**config.mk**
```make
export PLATFORM = sky130hd
export DESIGN_NAME = fixed_block_pool_allocator
export DESIGN_NICKNAME = d
export VERILOG_FILES = /design/src/sv/fbpa_pkg.sv /design/src/sv/fixed_block_pool_allocator.sv /design/src/sv/fbpa_div.sv
export SDC_FILE = /design/constraint.sdc
export NUM_CORES = 2
export LEC_CHECK = 0
export BUFFER_PORTS_ARGS = -buffer_cell sky130_fd_sc_hd__buf_2
export CORE_MARGIN = 1
export CORE_UTILIZATION = 55
export CTS_CLUSTER_SIZE = 30
export DETAILED_ROUTE_END_ITERATION = 12
export GPL_TIMING_DRIVEN = 0
export MAX_ROUTING_LAYER = met4
export PLACE_DENSITY = 0.74
export SYNTH_ARGS = -nofsm -noshare
export SYNTH_HDL_FRONTEND = slang
export SYNTH_SLANG_ARGS = --single-unit
```
**constraint.sdc**
```tcl
create_clock -name clk_i -period 29.7 [get_ports clk_i]
set_input_delay 2.97 -clock clk_i [delete_from_list [all_inputs] [get_ports clk_i]]
set_output_delay 2.97 -clock clk_i [all_outputs]
set_load 0.02 [all_outputs]
```
**src/sv/fbpa_pkg.sv**
```systemverilog
`timescale 1ns / 1ps
// ----------------------------------------------------------------------------
// fbpa_pkg
// Shared constants, codes and types for the fixed block pool allocator.
// ----------------------------------------------------------------------------
package fbpa_pkg;

  localparam int unsigned MaxBlocks   = 256;
  localparam int unsigned MaxWaiters  = 16;
  localparam int unsigned HeaderBytes = 8;

  localparam int unsigned IdxW   = $clog2(MaxBlocks);
  localparam int unsigned CntW   = $clog2(MaxBlocks + 1);
  localparam int unsigned WIdxW  = $clog2(MaxWaiters);
  localparam int unsigned WCntW  = $clog2(MaxWaiters + 1);

  // Operation codes
  localparam logic [1:0] OpCreate  = 2'd0;
  localparam logic [1:0] OpDelete  = 2'd1;
  localparam logic [1:0] OpAlloc   = 2'd2;
  localparam logic [1:0] OpRelease = 2'd3;

  // Status codes
  localparam logic [1:0] StDone = 2'd0;
  localparam logic [1:0] StErr  = 2'd1;
  localparam logic [1:0] StWait = 2'd2;

  // Register indexes
  localparam logic [1:0] RegBase  = 2'd0;
  localparam logic [1:0] RegBlock = 2'd1;
  localparam logic [1:0] RegPool  = 2'd2;

  // Divider handshake
  typedef struct packed {
    logic        start;
    logic [31:0] dividend;
    logic [31:0] divisor;
  } div_req_t;

  typedef struct packed {
    logic        done;
    logic [31:0] quotient;
    logic [31:0] remainder;
  } div_rsp_t;

endpackage

```
**src/sv/fixed_block_pool_allocator.sv**
```systemverilog
`timescale 1ns / 1ps
// ----------------------------------------------------------------------------
// fixed_block_pool_allocator
// Pool of equal blocks with a memory-held free stack and a waiter queue.
// ----------------------------------------------------------------------------
// Usage:
//   Configuration writes (cfg_valid_i/cfg_ready_o, cfg_index_i, cfg_data_i)
//   set base address, block size and pool size; they take effect at create.
//   Requests enter on s_axis (tdata: mode, no_wait, task_id, release_address)
//   and one result per request leaves on m_axis (tdata: status,
//   granted_address, woke_valid, woke_task, free_left).
//   One request is handled at a time. Delete goes straight to the result,
//   allocate does one free-stack memory read, create runs the serial divider
//   and then pushes each block (up to 256) as the stack memory is written one
//   entry a cycle, and release runs the serial divider, plus a wake step when
//   a task is waiting.
//   The result sits in an output register; a stalled receiver holds it and
//   no new request is taken until it is delivered.
//   Reset clears the pool, the counts and the queue pointers; the memories
//   are not cleared, since only written entries are ever read.
// ----------------------------------------------------------------------------
module fixed_block_pool_allocator (
  input  logic        clk_i,
  input  logic        rst_ni,
  input  logic        cfg_valid_i,
  output logic        cfg_ready_o,
  input  logic [1:0]  cfg_index_i,
  input  logic [31:0] cfg_data_i,
  input  logic        s_axis_tvalid,
  output logic        s_axis_tready,
  // [1:0] mode, [2] no_wait, [10:3] task_id, [42:11] release_address, pad
  input  logic [47:0] s_axis_tdata,
  output logic        m_axis_tvalid,
  input  logic        m_axis_tready,
  // [1:0] status, [33:2] granted_address, [34] woke_valid,
  // [42:35] woke_task, [51:43] free_left, pad
  output logic [55:0] m_axis_tdata
);
  import fbpa_pkg::*;

  localparam logic [2:0] SIdle  = 3'd0;
  localparam logic [2:0] SDiv   = 3'd1;
  localparam logic [2:0] SFill  = 3'd2;
  localparam logic [2:0] SRead  = 3'd3;
  localparam logic [2:0] SWake  = 3'd4;
  localparam logic [2:0] SOut   = 3'd5;

  logic [2:0] state_q, state_d;

  logic [31:0] cfg_base_q;
  logic [15:0] cfg_block_q;
  logic [31:0] cfg_pool_q;

  logic [31:0] lat_base_q, lat_base_d;
  logic [16:0] lat_pitch_q, lat_pitch_d;
  logic [CntW-1:0] lat_blocks_q, lat_blocks_d;
  logic        valid_q, valid_d;
  logic [CntW-1:0] free_q, free_d;
  logic [WIdxW-1:0] whead_q, whead_d, wtail_q, wtail_d;
  logic [WCntW-1:0] wcnt_q, wcnt_d;

  logic [1:0]  op_q, op_d;
  logic [7:0]  task_q, task_d;
  logic [31:0] raddr_q, raddr_d;
  logic [CntW-1:0] fill_q, fill_d;

  logic [1:0]  rst_status_q, rst_status_d;
  logic [31:0] raddr_out_q, raddr_out_d;
  logic        woke_q, woke_d;
  logic [7:0]  wtask_q, wtask_d;
  logic [CntW-1:0] rfree_q, rfree_d;
  logic        mvalid_q, mvalid_d;

  // Free stack memory and waiter queue memory
  logic [IdxW-1:0] stack_mem [MaxBlocks];
  logic [7:0]      wait_mem  [MaxWaiters];
  logic            st_we;
  logic [IdxW-1:0] st_waddr, st_raddr, st_wdata, st_rdata;
  logic            wq_we;
  logic [7:0]      wq_rdata;

  div_req_t div_req;
  div_rsp_t div_rsp;

  logic [16:0] pitch_w;
  logic [31:0] first_w;
  logic [31:0] off_w;
  logic [31:0] mul_w;
  logic        accept;

  fbpa_div u_div (
    .clk_i  (clk_i),
    .rst_ni (rst_ni),
    .req_i  (div_req),
    .rsp_o  (div_rsp)
  );

  assign cfg_ready_o   = 1'b1;
  assign s_axis_tready = (state_q == SIdle) && !mvalid_q;
  assign accept        = s_axis_tvalid && s_axis_tready;
  assign pitch_w       = {1'b0, cfg_block_q} + 17'(HeaderBytes);
  assign first_w       = lat_base_q + 32'(HeaderBytes);
  assign off_w         = raddr_q - first_w;
  assign mul_w         = 32'(st_rdata) * 32'(lat_pitch_q);

  // Configuration registers
  always_ff @(posedge clk_i or negedge rst_ni) begin
    if (!rst_ni) begin
      cfg_base_q  <= 32'd0;
      cfg_block_q <= 16'd0;
      cfg_pool_q  <= 32'd0;
    end else if (cfg_valid_i) begin
      case (cfg_index_i)
        RegBase:  cfg_base_q  <= cfg_data_i;
        RegBlock: cfg_block_q <= cfg_data_i[15:0];
        RegPool:  cfg_pool_q  <= cfg_data_i;
        default:  ;
      endcase
    end
  end

  // Memories: synchronous write, registered read
  always_ff @(posedge clk_i) begin
    if (st_we) stack_mem[st_waddr] <= st_wdata;
    st_rdata <= stack_mem[st_raddr];
  end

  always_ff @(posedge clk_i) begin
    if (wq_we) wait_mem[wtail_q] <= task_q;
    wq_rdata <= wait_mem[whead_q];
  end

  // Sequencer
  always_comb begin
    state_d      = state_q;
    lat_base_d   = lat_base_q;
    lat_pitch_d  = lat_pitch_q;
    lat_blocks_d = lat_blocks_q;
    valid_d      = valid_q;
    free_d       = free_q;
    whead_d      = whead_q;
    wtail_d      = wtail_q;
    wcnt_d       = wcnt_q;
    op_d         = op_q;
    task_d       = task_q;
    raddr_d      = raddr_q;
    fill_d       = fill_q;
    rst_status_d = rst_status_q;
    raddr_out_d  = raddr_out_q;
    woke_d       = woke_q;
    wtask_d      = wtask_q;
    rfree_d      = rfree_q;
    mvalid_d     = mvalid_q;
    st_we        = 1'b0;
    st_waddr     = fill_q[IdxW-1:0];
    st_wdata     = fill_q[IdxW-1:0];
    st_raddr     = IdxW'(free_q - CntW'(1));
    wq_we        = 1'b0;
    div_req.start    = 1'b0;
    div_req.dividend = cfg_pool_q;
    div_req.divisor  = 32'(pitch_w);

    if (mvalid_q && m_axis_tready) mvalid_d = 1'b0;

    case (state_q)
      SIdle: begin
        if (accept) begin
          op_d        = s_axis_tdata[1:0];
          task_d      = s_axis_tdata[10:3];
          raddr_d     = s_axis_tdata[42:11];
          rst_status_d = StErr;
          raddr_out_d = 32'd0;
          woke_d      = 1'b0;
          wtask_d     = 8'd0;
          state_d     = SOut;
          case (s_axis_tdata[1:0])
            OpCreate: begin
              if (cfg_block_q != 16'd0 && cfg_pool_q != 32'd0 &&
                  cfg_pool_q >= 32'(pitch_w)) begin
                div_req.start = 1'b1;
                state_d = SDiv;
              end
            end
            OpDelete: begin
              if (valid_q) begin
                valid_d = 1'b0;
                rst_status_d = StDone;
              end
            end
            OpAlloc: begin
              if (valid_q) begin
                if (free_q != '0) begin
                  state_d = SRead;
                end else if (!s_axis_tdata[2] && wcnt_q < WCntW'(MaxWaiters)) begin
                  rst_status_d = StWait;
                end
              end
            end
            default: begin
              if (valid_q && lat_pitch_q != '0 &&
                  s_axis_tdata[42:11] >= first_w) begin
                div_req.start    = 1'b1;
                div_req.dividend = s_axis_tdata[42:11] - first_w;
                div_req.divisor  = 32'(lat_pitch_q);
                state_d = SDiv;
              end
            end
          endcase
        end
      end
      SDiv: begin
        div_req.dividend = off_w;
        div_req.divisor  = 32'(lat_pitch_q);
        if (div_rsp.done) begin
          if (op_q == OpCreate) begin
            lat_blocks_d = (div_rsp.quotient > 32'(MaxBlocks)) ?
                           CntW'(MaxBlocks) : CntW'(div_rsp.quotient);
            lat_base_d   = cfg_base_q;
            lat_pitch_d  = pitch_w;
            fill_d       = '0;
            state_d      = SFill;
          end else if (div_rsp.remainder == 32'd0 &&
                       div_rsp.quotient < 32'(lat_blocks_q) &&
                       free_q < lat_blocks_q) begin
            st_we    = 1'b1;
            st_waddr = free_q[IdxW-1:0];
            st_wdata = div_rsp.quotient[IdxW-1:0];
            free_d   = free_q + CntW'(1);
            rst_status_d = StDone;
            state_d  = (wcnt_q != '0) ? SWake : SOut;
          end else begin
            state_d = SOut;
          end
        end
      end
      SFill: begin
        if (fill_q == lat_blocks_q) begin
          free_d  = lat_blocks_q;
          valid_d = 1'b1;
          rst_status_d = StDone;
          state_d = SOut;
        end else begin
          st_we  = 1'b1;
          fill_d = fill_q + CntW'(1);
        end
      end
      SRead: begin
        raddr_out_d  = lat_base_q + mul_w + 32'(HeaderBytes);
        free_d       = free_q - CntW'(1);
        rst_status_d = StDone;
        state_d      = SOut;
      end
      SWake: begin
        woke_d  = 1'b1;
        wtask_d = wq_rdata;
        whead_d = whead_q + WIdxW'(1);
        wcnt_d  = wcnt_q - WCntW'(1);
        state_d = SOut;
      end
      SOut: begin
        // A queued caller is written at the tail once its task id is held.
        if (op_q == OpAlloc && rst_status_q == StWait) begin
          wq_we   = 1'b1;
          wtail_d = wtail_q + WIdxW'(1);
          wcnt_d  = wcnt_q + WCntW'(1);
        end
        rfree_d  = free_q;
        mvalid_d = 1'b1;
        state_d  = SIdle;
      end
      default: state_d = SIdle;
    endcase
  end

  always_ff @(posedge clk_i or negedge rst_ni) begin
    if (!rst_ni) begin
      state_q      <= SIdle;
      lat_base_q   <= 32'd0;
      lat_pitch_q  <= '0;
      lat_blocks_q <= '0;
      valid_q      <= 1'b0;
      free_q       <= '0;
      whead_q      <= '0;
      wtail_q      <= '0;
      wcnt_q       <= '0;
      mvalid_q     <= 1'b0;
      fill_q       <= '0;
    end else begin
      state_q      <= state_d;
      lat_base_q   <= lat_base_d;
      lat_pitch_q  <= lat_pitch_d;
      lat_blocks_q <= lat_blocks_d;
      valid_q      <= valid_d;
      free_q       <= free_d;
      whead_q      <= whead_d;
      wtail_q      <= wtail_d;
      wcnt_q       <= wcnt_d;
      mvalid_q     <= mvalid_d;
      fill_q       <= fill_d;
    end
  end

  always_ff @(posedge clk_i) begin
    op_q         <= op_d;
    task_q       <= task_d;
    raddr_q      <= raddr_d;
    rst_status_q <= rst_status_d;
    raddr_out_q  <= raddr_out_d;
    woke_q       <= woke_d;
    wtask_q      <= wtask_d;
    rfree_q      <= rfree_d;
  end

  assign m_axis_tvalid = mvalid_q;
  assign m_axis_tdata  = {4'd0, rfree_q, wtask_q, woke_q, raddr_out_q, rst_status_q};

endmodule

```
**src/sv/fbpa_div.sv**
```systemverilog
`timescale 1ns / 1ps
// ----------------------------------------------------------------------------
// fbpa_div
// Radix-2 restoring divider, one quotient bit per cycle.
// ----------------------------------------------------------------------------
module fbpa_div (
  input  logic              clk_i,
  input  logic              rst_ni,
  input  fbpa_pkg::div_req_t req_i,
  output fbpa_pkg::div_rsp_t rsp_o
);
  import fbpa_pkg::*;

  logic        busy_q, busy_d;
  logic [5:0]  cnt_q, cnt_d;
  logic [31:0] quo_q, quo_d;
  logic [31:0] rem_q, rem_d;
  logic [31:0] dvs_q, dvs_d;
  logic        done_q, done_d;
  logic [32:0] trial;

  // One shift-subtract step per cycle
  always_comb begin
    busy_d = busy_q;
    cnt_d  = cnt_q;
    quo_d  = quo_q;
    rem_d  = rem_q;
    dvs_d  = dvs_q;
    done_d = 1'b0;
    trial  = {rem_q, quo_q[31]} - {1'b0, dvs_q};
    if (req_i.start) begin
      busy_d = 1'b1;
      cnt_d  = 6'd0;
      quo_d  = req_i.dividend;
      rem_d  = 32'd0;
      dvs_d  = req_i.divisor;
    end else if (busy_q) begin
      if (!trial[32]) begin
        rem_d = trial[31:0];
        quo_d = {quo_q[30:0], 1'b1};
      end else begin
        rem_d = {rem_q[30:0], quo_q[31]};
        quo_d = {quo_q[30:0], 1'b0};
      end
      cnt_d = cnt_q + 6'd1;
      if (cnt_q == 6'd31) begin
        busy_d = 1'b0;
        done_d = 1'b1;
      end
    end
  end

  always_ff @(posedge clk_i or negedge rst_ni) begin
    if (!rst_ni) begin
      busy_q <= 1'b0;
      done_q <= 1'b0;
      cnt_q  <= 6'd0;
    end else begin
      busy_q <= busy_d;
      done_q <= done_d;
      cnt_q  <= cnt_d;
    end
  end

  always_ff @(posedge clk_i) begin
    quo_q <= quo_d;
    rem_q <= rem_d;
    dvs_q <= dvs_d;
  end

  assign rsp_o.done      = done_q;
  assign rsp_o.quotient  = quo_q;
  assign rsp_o.remainder = rem_q;

endmodule

```
* Word-level counts from Yosys, hierarchy flattened *
Memory sizes are Yosys's and may differ from the RTL's. A register that Yosys moved wholly into a read port is not among the register bits.
Cells that the tools add are included.
W data, S select, Z words.

storage, ports and cells
  RAM bits = 2176
  output and inout port bits = 59
  memories = 2
  word-level logic and storage cells = 208
  bits in registers = 372
  bits of input ports = 87

memory list
  memory     words  bits a word  read ports  clocked after memory_dff  wr ports  line                              text
  stack_mem  256    8            1           1                         1         fixed_block_pool_allocator.sv:75  logic [IdxW-1:0] stack_mem [MaxBlocks];
  wait_mem   16     8            1           1                         1         fixed_block_pool_allocator.sv:76  logic [7:0] wait_mem [MaxWaiters];

cells by class
  mux-type cells = 85
  reductions and logical operators = 49
  equality and inequality tests = 22
  $lt $le $gt $ge = 6
  multipliers = 1
  add/subtract/negate cells = 15

operators by type and width
  cell                     number
  $mux W65                 2
  $mux W32                 4
  $pmux W64 S2             1
  $mux W8                  9
  $mux W9                  8
  $add A32 B4 Y32 const B  2
  $mux W64                 1
  $pmux W32 S2             1
  $sub A32 B32 Y32         2
  $sub A33 B32 Y33         1
  $add A32 B25 Y32         1
  $ge A32 B17 Y1           1
  $ge A32 B32 Y1           1
  $gt A32 B9 Y1 const B    1
  $logic_not A32 Y1        1
  $lt A32 B9 Y1            1
  $reduce_bool A32 Y1      1
  $mux W1                  28
  $pmux W9 S3              1
  $mul A8 B17 Y25          1
  $mux W3                  8
  $add A9 B1 Y9 const B    2
  $pmux W9 S2              1
  $add A16 B4 Y17 const B  1
  other kinds (44)         98

* Logic depth before layout (Yosys ltp) *
  word-level depth = 9
  depth in mapped cells = 21
  mapped depth without buffers = 20

* Cells and area by module *
From an unflattened synthesis, not the netlist that was laid out.

second synthesis, totals
  cells, all modules = 6442
  area, all modules = 112080.0 sq um

by module, submodules not included
  module                      instances  sequential area each (sq um)  cells each  area each (sq um)
  fixed_block_pool_allocator  1          72839.9                       5860        106138.0
  fbpa_div                    1          2762.6                        582         5941.9

* Worst setup path after synthesis *
Ideal clock, no wire load.

  path kind = reg-to-reg
  start point = register u_div.quo_q[1]
  end point = memory stack_mem[0][2] (netlist name) (data pin)
  setup time = 2.187 ns
  data arrival time = 12.039 ns
  data required time = 27.513 ns
  period minus slack after synthesis = 14.226 ns
  path slack = 15.474 ns
  cell stages (with the launch flop) = 11
  path buffers = 1
  cell sequence = edfxtp_1 ha_1 a21o_1 a21o_1 a21oi_1 nor2b_1 o21ai_0 a211oi_1 a211oi_4 buf_2 o21ai_0

on the way
  word-level cells in the longest chain between the ends = 7

RTL lines
  item                    line                               text
  start, declared         fbpa_div.sv:16                     logic [31:0] quo_q, quo_d;
  start signal, assigned  fbpa_div.sv:66                     quo_q <= quo_d;
  $lt A32 B9 Y1           fixed_block_pool_allocator.sv:223  div_rsp.quotient < 32'(lat_blocks_q) &&
  $logic_and A1 B1 Y1     fixed_block_pool_allocator.sv:222  end else if (div_rsp.remainder == 32'd0 &&
  $logic_and A1 B1 Y1     fixed_block_pool_allocator.sv:223
  $mux W8                 fixed_block_pool_allocator.sv:222
  $mux W8                 fixed_block_pool_allocator.sv:215  if (op_q == OpCreate) begin
  $mux W8                 fixed_block_pool_allocator.sv:214  if (div_rsp.done) begin
  $mux W8                 fixed_block_pool_allocator.sv:165  case (state_q)
  net st_wdata[2]         fixed_block_pool_allocator.sv:78   logic [IdxW-1:0] st_waddr, st_raddr, st_wdata, st_rdata;
  end, declared           fixed_block_pool_allocator.sv:75

The timed path passes the listed nets, and every way through them passes these cells.

* Worst setup path in the final report *
  start point = register free_q[0]
  end point = register st_rdata[2], read port of stack_mem

on the way
  word-level cells in the longest chain between the ends = 1

RTL lines
  item                    line                               text
  start, declared         fixed_block_pool_allocator.sv:58   logic [CntW-1:0] free_q, free_d;
  start signal, assigned  fixed_block_pool_allocator.sv:294  free_q <= free_d;
  $sub A9 B1 Y9           -
  end, declared           fixed_block_pool_allocator.sv:78

No other way between the ends.
A chain may end at the register's enable or synchronous reset.

==> results by group <==
Floorplan
  • Die height: 449 um
  • Cell Rows: 163
  • Initial Util: 0.555
  • Die Area: 202000 sq um
  • Chip Width: 449 um
  • IO Pins: 146
  • Core box area: 198000 sq um

Routing
  • Initial DRC Count: 9486
  • Top sig layer: met4
  • Drt first pass iters: 11
  • Metal2 WL: 143 mm
  • Wire length on met1: 113 mm
  • Drt wl/cell: 32.8 um
  • Total number of vias: 64271
  • Post-Route WL: 313 mm
  • Metal3 WL: 39.8 mm
  • Via density per instance: 6.73
  • Drt drc: 0
  • Detail Route Antenna Nets: 0

Clock network
  • TritonCTS Buffers: 240
  • Post-CTS resize count: 0
  • Setup repair bufs after CTS: 0
  • Clk_lat worst skew: 0.93 ns
  • CTS root buf: clkbuf_16
  • Hold Buf Count CTS: 0
  • Clk buf depth: 3
  • CTS H-tree lvls: 4
  • TritonCTS Sinks: 2532
  • CTS tree: done
  • Clk slew on worst S/H paths: 0.06 ns

Critical path
  • Buffers & Inverters on Critical Path: 7
  • Startpoint Class: flip-flop
  • Reg2reg path depth: 12
  • CP delay by family, top: buffers and inverters
  • Reg2reg setup slack: 21.32 ns
  • Crit. Startpoint: free_q[0]
  • Worst Path Required: 30.36 ns
  • Critical Path Max Stage Delay: 1.11 ns
  • CP Class: reg2reg
  • CP cell instances: buf_6 > clkbuf_1 > buf_1 > inv_1 > ha_1 > clkbuf_1 > clkbuf_1 > clkbuf_1 > mux4_2 > mux4_2 > mux4_2 > mux4_2
  • Reg2reg end: st_rdata[2]
  • CP endpoint kind: flip-flop
  • Worst r2r src: free_q[0]
  • Critical path arrival: 9.04 ns
  • Critical path's slowest cell: clkbuf_1
  • CP Max Fanout: 10

GRT
  • Tot GR Track Use: 0.320
  • Global-route wire length before repair: 448 mm
  • Vias in the first global route: 63357
  • Grt ovf: 0
  • Largest net degree at the start of global routing: 109
  • Initial antenna violation count: 15

Timing
  • Period utilization: 0.282
  • Final setup fails: 0
  • Final Max Slew Viols: 83
  • Final hold vios: 0
  • Final worst slack: 21.32 ns
  • Highest Clock Rate: 119 MHz
  • Clock skew: 0.0890 ns
  • Worst-Margin Slew: 1.68 ns
  • Clock period minus worst slack: 8.38 ns
  • RSZ-0062 raised after global routing: false
  • Relative slew slack: -0.121
  • Post-Route Setup TNS: 0 ns

Logic synthesis
  • Syn Area/Cell: 18.1 sq um
  • Fraction of registers with async set or reset after synthesis: 0.0719
  • Post-synthesis sequential area ratio: 0.679
  • Top cells by area, synth: edfxtp_1 (63%), mux4_2 (15%), dfrtp_1 (4.1%)
  • Main synth FF type: edfxtp_1
  • Number of synthesis warnings: 0
  • Share of the synthesized area in the top cell type: 0.629
  • Synthesized area: 110000 sq um
  • Distinct cells, synth: 87
  • Leading area contributor after synthesis: edfxtp_1
  • Post-synth EDFFs: 2302
  • Synth top cells by count: edfxtp_1 (2302), mux4_2 (720), nand2_1 (282)
  • Mapped Cells: 6077
  • Most common cell in the synthesized netlist: edfxtp_1
  • FF+latch count, synth: 2532

Placement
  • Worst Setup Slack post-DPL: 21.79 ns
  • Hpwl dp: 213 mm
  • Port Buffers: 134
  • Placed Area: 118000 sq um
  • GPL Wtd Cong: 0.974

Finish
  • Layout cell share with drive strength beyond 1: 0.274
  • Multi-input gate area: 34300 sq um
  • Layout Nets: 7056
  • Area Overhead vs Synth: 14.6%
  • Fillers: 13167
  • Reg area: 74600 sq um
  • Fin area: 126000 sq um

Min path
  • Worst Hold Class: reg2reg
  • Hold Startpoint: cfg_base_q[10]
  • Hold path endpoint: lat_base_q[10]
  • Hold-critical path depth: 2

Run
  • Max-cap check violation count: 8

Status
  • Status: finished, violations left
  • Failing checks: max-capacitance violations, max-slew violations

Pwr
  • Max VDD drop: 0.0685 mV
  • Leak pwr: 38.8 nW
  • Power per cell area: 82.4 nW/um^2
-- cells in the final DEF (no fill, tap or decap), types with 35 or more instances in the layout --
master,synthesis,layout
mux4_2,720,720
xor2_1,63,61
xnor2_1,90,88
clkinv_2,0,49
edfxtp_1,2302,2302
clkbuf_16,0,242
nand4_1,35,35
nor4_2,20,226
nor2_1,191,191
o21ai_0,128,127
clkbuf_1,267,301
buf_4,7,196
clkinv_1,0,47
fa_1,116,116
inv_1,233,233
nor4_1,245,39
nand3_1,50,50
buf_1,76,69
mux2_2,95,95
nor3_1,70,64
and2_1,101,101
a211oi_1,62,51
dfxtp_1,48,48
nand2_1,282,275
dfrtp_1,182,182
a21oi_1,99,99
a21o_1,44,44
ha_1,166,166
buf_2,25,163
-- worst register-to-register path, cell delays in order (launching register included) --
cell	delay, ns
dfrtp_1	0.45
buf_6	0.27
clkbuf_1	1.03
buf_1	0.60
inv_1	0.16
ha_1	0.33
clkbuf_1	1.01
clkbuf_1	1.12
clkbuf_1	0.81
mux4_2	0.48
mux4_2	0.61
mux4_2	0.62
mux4_2	0.67
-- stage by stage --
| stage | utilization | std cells | power (mW) | hold WS (ns) |
|---|---|---|---|---|
| 4_1_cts | 0.636 | 9529 | 10.4 | 0.490 |
| 2_1_floorplan | - | 6080 | 6.20 | 0.435 |
| 6_report | 0.636 | 9546 | 10.4 | 0.490 |
| 3_3_place_gp | 0.576 | 8854 | 7.17 | 0.467 |
| 5_1_grt | 0.636 | 9541 | 10.7 | 0.519 |
| 3_5_place_dp | 0.595 | 9082 | 7.22 | 0.474 |
-- report_power, final --
| group | switching (mW) | leakage (nW) | internal, mW | total (mW) |
|---|---|---|---|---|
| Clock | 1.37 | 3.96 | 1.79 | 3.16 |
| Combinational | 1.91 | 13.3 | 1.12 | 3.04 |
| Sequential | 0.144 | 21.6 | 4.04 | 4.18 |
-- how the worst max path moves through the flow --
stage          depth (start not counted)  slack (ns)                end
6_report                              12       21.32        st_rdata[2]
5_1_grt                               12       21.41        st_rdata[3]
4_1_cts                               12       21.57        st_rdata[2]
3_5_place_dp                          12       21.79        st_rdata[3]
3_3_place_gp                          11        2.69  stack_mem[231][2]
2_1_floorplan                         10       15.47    stack_mem[0][2]
-- flip-flops by register name (all words and copies together) (netlist names), 8 cells and up --
| register | flops |
|---|---|
| cfg_base_q | 32 |
| cfg_block_q | 16 |
| cfg_pool_q | 32 |
| fill_q | 9 |
| free_q | 9 |
| lat_base_q | 32 |
| lat_blocks_q | 9 |
| lat_pitch_q | 17 |
| raddr_out_q | 32 |
| raddr_q | 15 |
| rfree_q | 9 |
| st_rdata | 8 |
| stack_mem | 2048 |
| task_q | 8 |
| u_div.dvs_q | 17 |
| u_div.quo_q | 32 |
| u_div.rem_q | 32 |
| wait_mem | 128 |
| wq_rdata | 8 |
| wtask_q | 8 |
-- cell type report --
type                            count  share of cell area
Antenna cell                       14            0.000278
Buffer                            384              0.0126
Clock buffer                      294              0.0501
Clock inverter                    153              0.0145
Inverter                          233             0.00695
Multi-Input combinational cell   2931               0.272
Sequential cell                  2532               0.593
Tap cell                         2640              0.0262
Timing Repair Buffer              365              0.0240
-- metal layers --
layer | up-vias | global-route usage
met2 | 4740 | 0.470
met3 | 934 | 0.0925
li1 | 25613 | -
met5 | - | -
met4 | 0 | 0.148
met1 | 32984 | 0.415
-- cells by family (layout without fill, tap and decap cells) --
group | count (synthesis) | count (layout) | synth area share
flops | 2532 | 2532 | 0.679
simple gates | 1134 | 1134 | 0.0543
mux | 847 | 847 | 0.161
buf+inv | 617 | 1429 | 0.0222
compound gates | 507 | 507 | 0.0308
fa+ha+maj | 284 | 284 | 0.0402
xor+xnor | 154 | 154 | 0.0124
other cells | 2 | 19 | 0.0000684
No activity file was read; power rests on OpenSTA's default activity.
